`src/hmt_pkg.sv`:
```
`timescale 1ns / 1ps
`default_nettype none

package hmt_pkg;

    // Fixed field widths
    localparam int PIX_W   = 8;
    localparam int CFG_W   = 11;
    localparam int MASK_W  = 9;
    localparam int WIN_N   = 9;
    localparam int IDX_W   = 4;

    localparam logic [PIX_W-1:0] PIX_MAX = 8'd255;
    localparam logic [PIX_W-1:0] PIX_MIN = 8'd0;

    // Register indexes
    localparam logic [IDX_W-1:0] REG_WIDTH  = 4'd0;
    localparam logic [IDX_W-1:0] REG_HEIGHT = 4'd1;
    localparam logic [IDX_W-1:0] REG_CARE   = 4'd2;
    localparam logic [IDX_W-1:0] REG_VALUE  = 4'd3;

    // Input opcodes
    localparam logic OP_PIXEL = 1'b0;
    localparam logic OP_FLUSH = 1'b1;

    typedef logic [WIN_N-1:0][PIX_W-1:0] win_t;

    // One result beat
    typedef struct packed {
        logic [PIX_W-1:0] pixel_out;
        logic             frame_last;
    } result_t;

    // Control carried from the address stage to the data stage
    typedef struct packed {
        logic             is_pixel;
        logic             emit;
        logic             border;
        logic             last;
        logic             use_upper;
        logic             fwd;
        logic [PIX_W-1:0] px;
    } s1_t;

    // All cared-for window positions hold their required level
    function automatic logic win_match(input win_t win, input logic [MASK_W-1:0] care,
                                       input logic [MASK_W-1:0] value);
        logic ok;
        ok = 1'b1;
        for (int k = 0; k < WIN_N; k++)
        begin
            if (care[k] && (win[k] != (value[k] ? PIX_MAX : PIX_MIN)))
            begin
                ok = 1'b0;
            end
        end
        return ok;
    endfunction

endpackage

`default_nettype wire

```
`src/hmt_out_fifo.sv`:
```
`timescale 1ns / 1ps
`default_nettype none

// Three-entry result queue between the data stage and the output port
module hmt_out_fifo
    import hmt_pkg::*;
(
    input  wire logic    clk,
    input  wire logic    rst_n,
    input  wire logic    push,
    input  wire result_t push_data,
    input  wire logic    pop,
    output      logic    valid,
    output      result_t head,
    output      logic [1:0] level
);

    localparam logic [1:0] LAST_SLOT = 2'd2;

    result_t    slot_reg [3];
    logic [1:0] wr_ptr_reg, wr_ptr_next;
    logic [1:0] rd_ptr_reg, rd_ptr_next;
    logic [1:0] count_reg, count_next;
    logic       do_pop;

    assign valid  = (count_reg != 2'd0);
    assign head   = slot_reg[rd_ptr_reg];
    assign level  = count_reg;
    assign do_pop = pop && valid;

    // pointer and fill bookkeeping
    always_comb
    begin
        wr_ptr_next = wr_ptr_reg;
        rd_ptr_next = rd_ptr_reg;
        count_next  = count_reg;
        if (push)
        begin
            wr_ptr_next = (wr_ptr_reg == LAST_SLOT) ? 2'd0 : wr_ptr_reg + 2'd1;
        end
        if (do_pop)
        begin
            rd_ptr_next = (rd_ptr_reg == LAST_SLOT) ? 2'd0 : rd_ptr_reg + 2'd1;
        end
        if (push && !do_pop)
        begin
            count_next = count_reg + 2'd1;
        end
        else if (!push && do_pop)
        begin
            count_next = count_reg - 2'd1;
        end
    end

    always_ff @(posedge clk or negedge rst_n)
    begin
        if (!rst_n)
        begin
            wr_ptr_reg <= 2'd0;
            rd_ptr_reg <= 2'd0;
            count_reg  <= 2'd0;
        end
        else
        begin
            wr_ptr_reg <= wr_ptr_next;
            rd_ptr_reg <= rd_ptr_next;
            count_reg  <= count_next;
        end
    end

    // payload slots
    always_ff @(posedge clk)
    begin
        if (push)
        begin
            slot_reg[wr_ptr_reg] <= push_data;
        end
    end

endmodule

`default_nettype wire

```
`config.mk`:
```
export PLATFORM = sky130hd
export DESIGN_NAME = hmt_out_fifo
export DESIGN_NICKNAME = d
export VERILOG_FILES = /design/src/hmt_pkg.sv /design/src/hmt_out_fifo.sv
export SDC_FILE = /design/constraint.sdc
export NUM_CORES = 1
export LEC_CHECK = 0
export BUFFER_PORTS_ARGS = -buffer_cell sky130_fd_sc_hd__buf_2
export CAP_MARGIN = 30
export CORE_UTILIZATION = 45
export DETAILED_ROUTE_END_ITERATION = 8
export PLACE_DENSITY = 0.69
export SKIP_LAST_GASP = 1
export SYNTH_ARGS = -nofsm -noshare
export SYNTH_HDL_FRONTEND = slang
export SYNTH_SLANG_ARGS = --single-unit
```
`constraint.sdc`:
```
create_clock -name clk -period 1.85 [get_ports clk]
set_input_delay 0.37 -clock clk [delete_from_list [all_inputs] [get_ports clk]]
set_output_delay 0.37 -clock clk [all_outputs]
set_load 0.02 [all_outputs]
```
After elaboration in Yosys (flattened, before gate mapping):

Memories as Yosys holds them, arrays and structs flattened.
Index checks and enable logic that the tools add are counted.
Widths: inputs -> output; s select.

* $add $sub $neg: 4
* equal/unequal tests: 2
* mux-type cells: 6
* reduce and logical (&&, ||, !) cells: 7

Operator list (number)
* $mux 2: 4
* $add 2x1->2 const B: 3
* $eq 2x2->1 const B: 2
* $reduce_bool 2->1: 2
* $logic_and 1x1->1: 3
* $logic_not 1->1: 2
* $mux 1: 2
* $sub 2x1->2 const B: 1

* register bits: 6
* memory bits (writable): 27
* bits of input ports: 13
* memories kept: 1

Memories
* slot_reg: words 3, width 9, read ports 1, clocked after memory_dff 0, wr ports 1, RTL line hmt_out_fifo.sv:20 `result_t slot_reg [3];`

Longest topological paths before layout:

* word-level depth: 5
* gate-level depth with buffers: 5
* mapped depth without buffers: 5

Worst setup path after synthesis:

No wires, ideal clock.

* path type: input -> register
* start: input port push
* end: memory slot_reg[2][0] (netlist bit), enable pin
* data arrival time: 1176 ps
* required time: 1461 ps
* slack: 285 ps
* cell stages on the path: 2
* path buffers: 0
* cells stage by stage: inv_1 -> nor3b_1

* longest elaborated chain between the ends: 2

RTL lines
* start: declaration: RTL line hmt_out_fifo.sv:10 `input wire logic push,`
* $mux 1: RTL line hmt_out_fifo.sv:74 `if (push)`
* $mux 1 (not written as such): RTL line hmt_out_fifo.sv:76 `slot_reg[wr_ptr_reg] <= push_data;`
* end: declaration: RTL line hmt_out_fifo.sv:20

No other way between the ends.

==> flow_summary.yaml <==
clocking:
  root_buffer_selected_by_cts: "sky130_fd_sc_hd__clkbuf_4"
  cts.htree.levels: 2
  cts.reportedPaths.clkPinSlew_ns: 0.11
  clock_insertion_delay_worst_skew_ns: 0.34
  cts_tree: "built"
  clockBufferDepth: 2
  clock_sinks: 33
  cts_buffers: 5
logic_synthesis:
  synth_nets: 96
  syn-mean-instance-area_um2: 15.6
  syn-cell-area_um2: 1280
  synth_area_leader_cell: "sky130_fd_sc_hd__edfxtp_1"
  postSynthCellCount: 82
  synth_top_area_share_pct: 63.3
  ys_seq_area_share_pct: 75.0
  yosys_register_bits: 33
  synth_top_cells_by_area: "sky130_fd_sc_hd__edfxtp_1, sky130_fd_sc_hd__dfrtp_1, sky130_fd_sc_hd__mux2i_1, sky130_fd_sc_hd__o21ai_1, sky130_fd_sc_hd__nand2_1"
  yosys.cell_types.count: 19
  count_of_yosys_warnings_during_synthesis: 0
die:
  number_of_top_level_design_ports: 25
  row_count: 18
  die_y_um: 55.4
  initial_core_utilization_pct: 49.5
  core-area_um2: 2590
  die_area_um2: 3060
  die_w_um: 55.4
pwr:
  power_frac_comb_pct: 31.8
  internal_power_uw: 1650
  seq_power_share_pct: 46.0
  power.switching_fraction_pct: 34.5
  p_leak_uw: 0.000641
  overall_power_consumption_uw: 2530
  netSwitchingPower_uw: 872
  clock_power_share_pct: 22.2
  power_per_unit_of_standard_cell_area_nw_per_um2: 1610
  ir_worst_vdd_mv: 1.13
cells_and_area:
  postLayoutCellArea_um2: 1570
  finalNetCount: 132
  syn2layout_area_growth_pct: 22.4
  flip_flop_count_of_the_largest_register_after_layout: 27
  num_antenna_cells: 0
  layout.filler_cells: 206
  layout-drive-gt1-share_pct: 35.3
worst_setup_path:
  worstSetupStartpointType: "flip-flop"
  worst_ep_required_time_ns: 1.48
  criticalPathCategory: "reg -> out"
  critical_path_peak_fanout: 10
  worst_setup_path_end_kind: "output port"
  worstPathArrival_ns: 1.39
route:
  vias_per_cell: 4.89
  postRouteAntennaNets: 0
  detailedRoute.firstPassIterationCount: 6
  drc: 0
  routed_wirelength_um: 2040
  drt_first_iter_violations: 22
  via_count: 729
  drt-wirelength-per-cell_um: 13.7
sta:
  highest_clock_rate_ghz: 0.568
  finalSetupTns_ns: 0
  timing.hold.ws_ns: 0.230
  max_slew.worst_pin.slew_ns: 0.363
  rsz0062_at_grt: "false"
  timing.final.hold_violations: 0
  slew-limit-headroom_pct: 75.7
  finClkSkew_ns: 0.0168
  final-setup-viol-count: 0
  fin_crit_sh_pct: 95.1
  final-max-slew-violation-count: 0
  minimum_clock_period_after_layout_ns: 1.76
placed_design:
  gpl.final_weighted_congestion: 0.697
  portBuffers: 24
  dpl-instance-area_um2: 1460
  place.detailed.hpwl_um: 1360
grt:
  grt_first_pass_wirelength_um: 3210
  overflow: 0
  antenna_found_initial: 0
  global_route.usage.total_pct: 14.8
  grt_max_degree: 22
  grt_pass1_vias: 674
min_path:
  timing.hold.worst.class: "in -> reg"
run_status:
  outcome: "finished, final reports clean"
job:
  max_cap_viols: 0
## worst max-delay path: stages (launching register included)
cell and delay [ns]:
sky130_fd_sc_hd__dfrtp_2 0.56, sky130_fd_sc_hd__mux2i_1 0.25, sky130_fd_sc_hd__o21ai_1 0.07, sky130_fd_sc_hd__buf_2 0.17
## final timing paths
path                                from             end  slack (ns)  depth (start not counted)
max in group asynchronous          rst_n        level[0]        1.30                          2
hold reg to reg                 level[1]        level[1]        0.54                          1
hold / removal              push_data[5]  slot_reg[1][5]        0.23                          1
min in group asynchronous          rst_n   rd_ptr_reg[0]        0.38                          2
setup / recovery           rd_ptr_reg[0]         head[2]        0.09                          3
setup reg to reg                level[1]        level[1]        0.53                          5
## per-layer routing
layer / GRT usage, % / vias to the layer above / wire, µm
li1: - / 371 / -
met1: 17.5 / 342 / 864
met2: 23.2 / 16 / 1060
met3: 7.26 / 0 / 112
met4: 5.36 / 0 / 0
met5: 0 / - / 0
## layout by cell type, fill, tap and decap left out, drive strengths merged, types with 2 or more instances in the layout
master	netlist	layout
nor2	2	2
mux2i	9	9
edfxtp	27	27
dfrtp	6	6
nor3	2	2
nand2	11	11
clkbuf	0	7
xor2	2	2
o21ai	11	11
buf	3	31
a21o	3	3
## cells in the mapped netlist
library cell,number
sky130_fd_sc_hd__or2_1,1
sky130_fd_sc_hd__nand2_1,11
sky130_fd_sc_hd__nor3_2,1
sky130_fd_sc_hd__edfxtp_1,27
sky130_fd_sc_hd__xor2_1,2
sky130_fd_sc_hd__ha_1,1
sky130_fd_sc_hd__buf_6,1
sky130_fd_sc_hd__o21ai_2,1
sky130_fd_sc_hd__or2b_1,1
sky130_fd_sc_hd__nor2_1,2
sky130_fd_sc_hd__dfrtp_1,6
sky130_fd_sc_hd__inv_1,1
sky130_fd_sc_hd__xnor2_1,1
sky130_fd_sc_hd__o21ai_1,10
sky130_fd_sc_hd__buf_2,2
sky130_fd_sc_hd__nor3_1,1
sky130_fd_sc_hd__a21o_1,3
sky130_fd_sc_hd__mux2i_1,9
sky130_fd_sc_hd__nor3b_1,1
## stage by stage
stage	util (%)	setup slack, ns	instances
3_5_place_dp	56.5	0.270	139
5_1_grt	60.5	0.0214	149
2_1_floorplan	-	0.285	82
3_3_place_gp	56.5	0.278	139
6_report	60.5	0.0902	149
4_1_cts	60.2	0.0636	148
## timing repair
action,in CTS,in global routing
resized for setup,2,0
hold buffers,1,0
setup endpoints to repair,9,2
buffers inserted,0,1
cloned,0,0
endpoints found under the hold margin,6,0
## cells by family after synthesis
| kind of cell | count (synthesis) | share of synthesized area [%] |
|---|---|---|
| AOI/OAI and AO/OA | 14 | 6.35 |
| muxes | 9 | 7.03 |
| xor gates and xnor gates | 3 | 2.05 |
| DFF | 33 | 75.0 |
| buffers and inverters | 4 | 1.95 |
| adders and majority gates | 1 | 0.976 |
| and+or+nand+nor | 18 | 6.64 |
## layout make-up
class	count	area, µm²	area share (%)
inverters	1	3.75	0.239
multi-input cells	45	295	18.8
repair buffers	32	183	11.7
clock buffers	7	55.1	3.51
flip-flops and latches	33	963	61.5
well taps	30	37.5	2.39
clock inverters	1	30.0	1.92
## power groups by stage
stage | clock network [µW] | logic (µW) | registers [µW]
finish | 561 | 804 | 1160
global route | 601 | 879 | 1180
CTS | 569 | 795 | 1170
detailed placement | 0 | 794 | 1180
global placement | 0 | 782 | 1170
floorplan | 0 | 614 | 1090
Power figures use the tool's default switching activity.
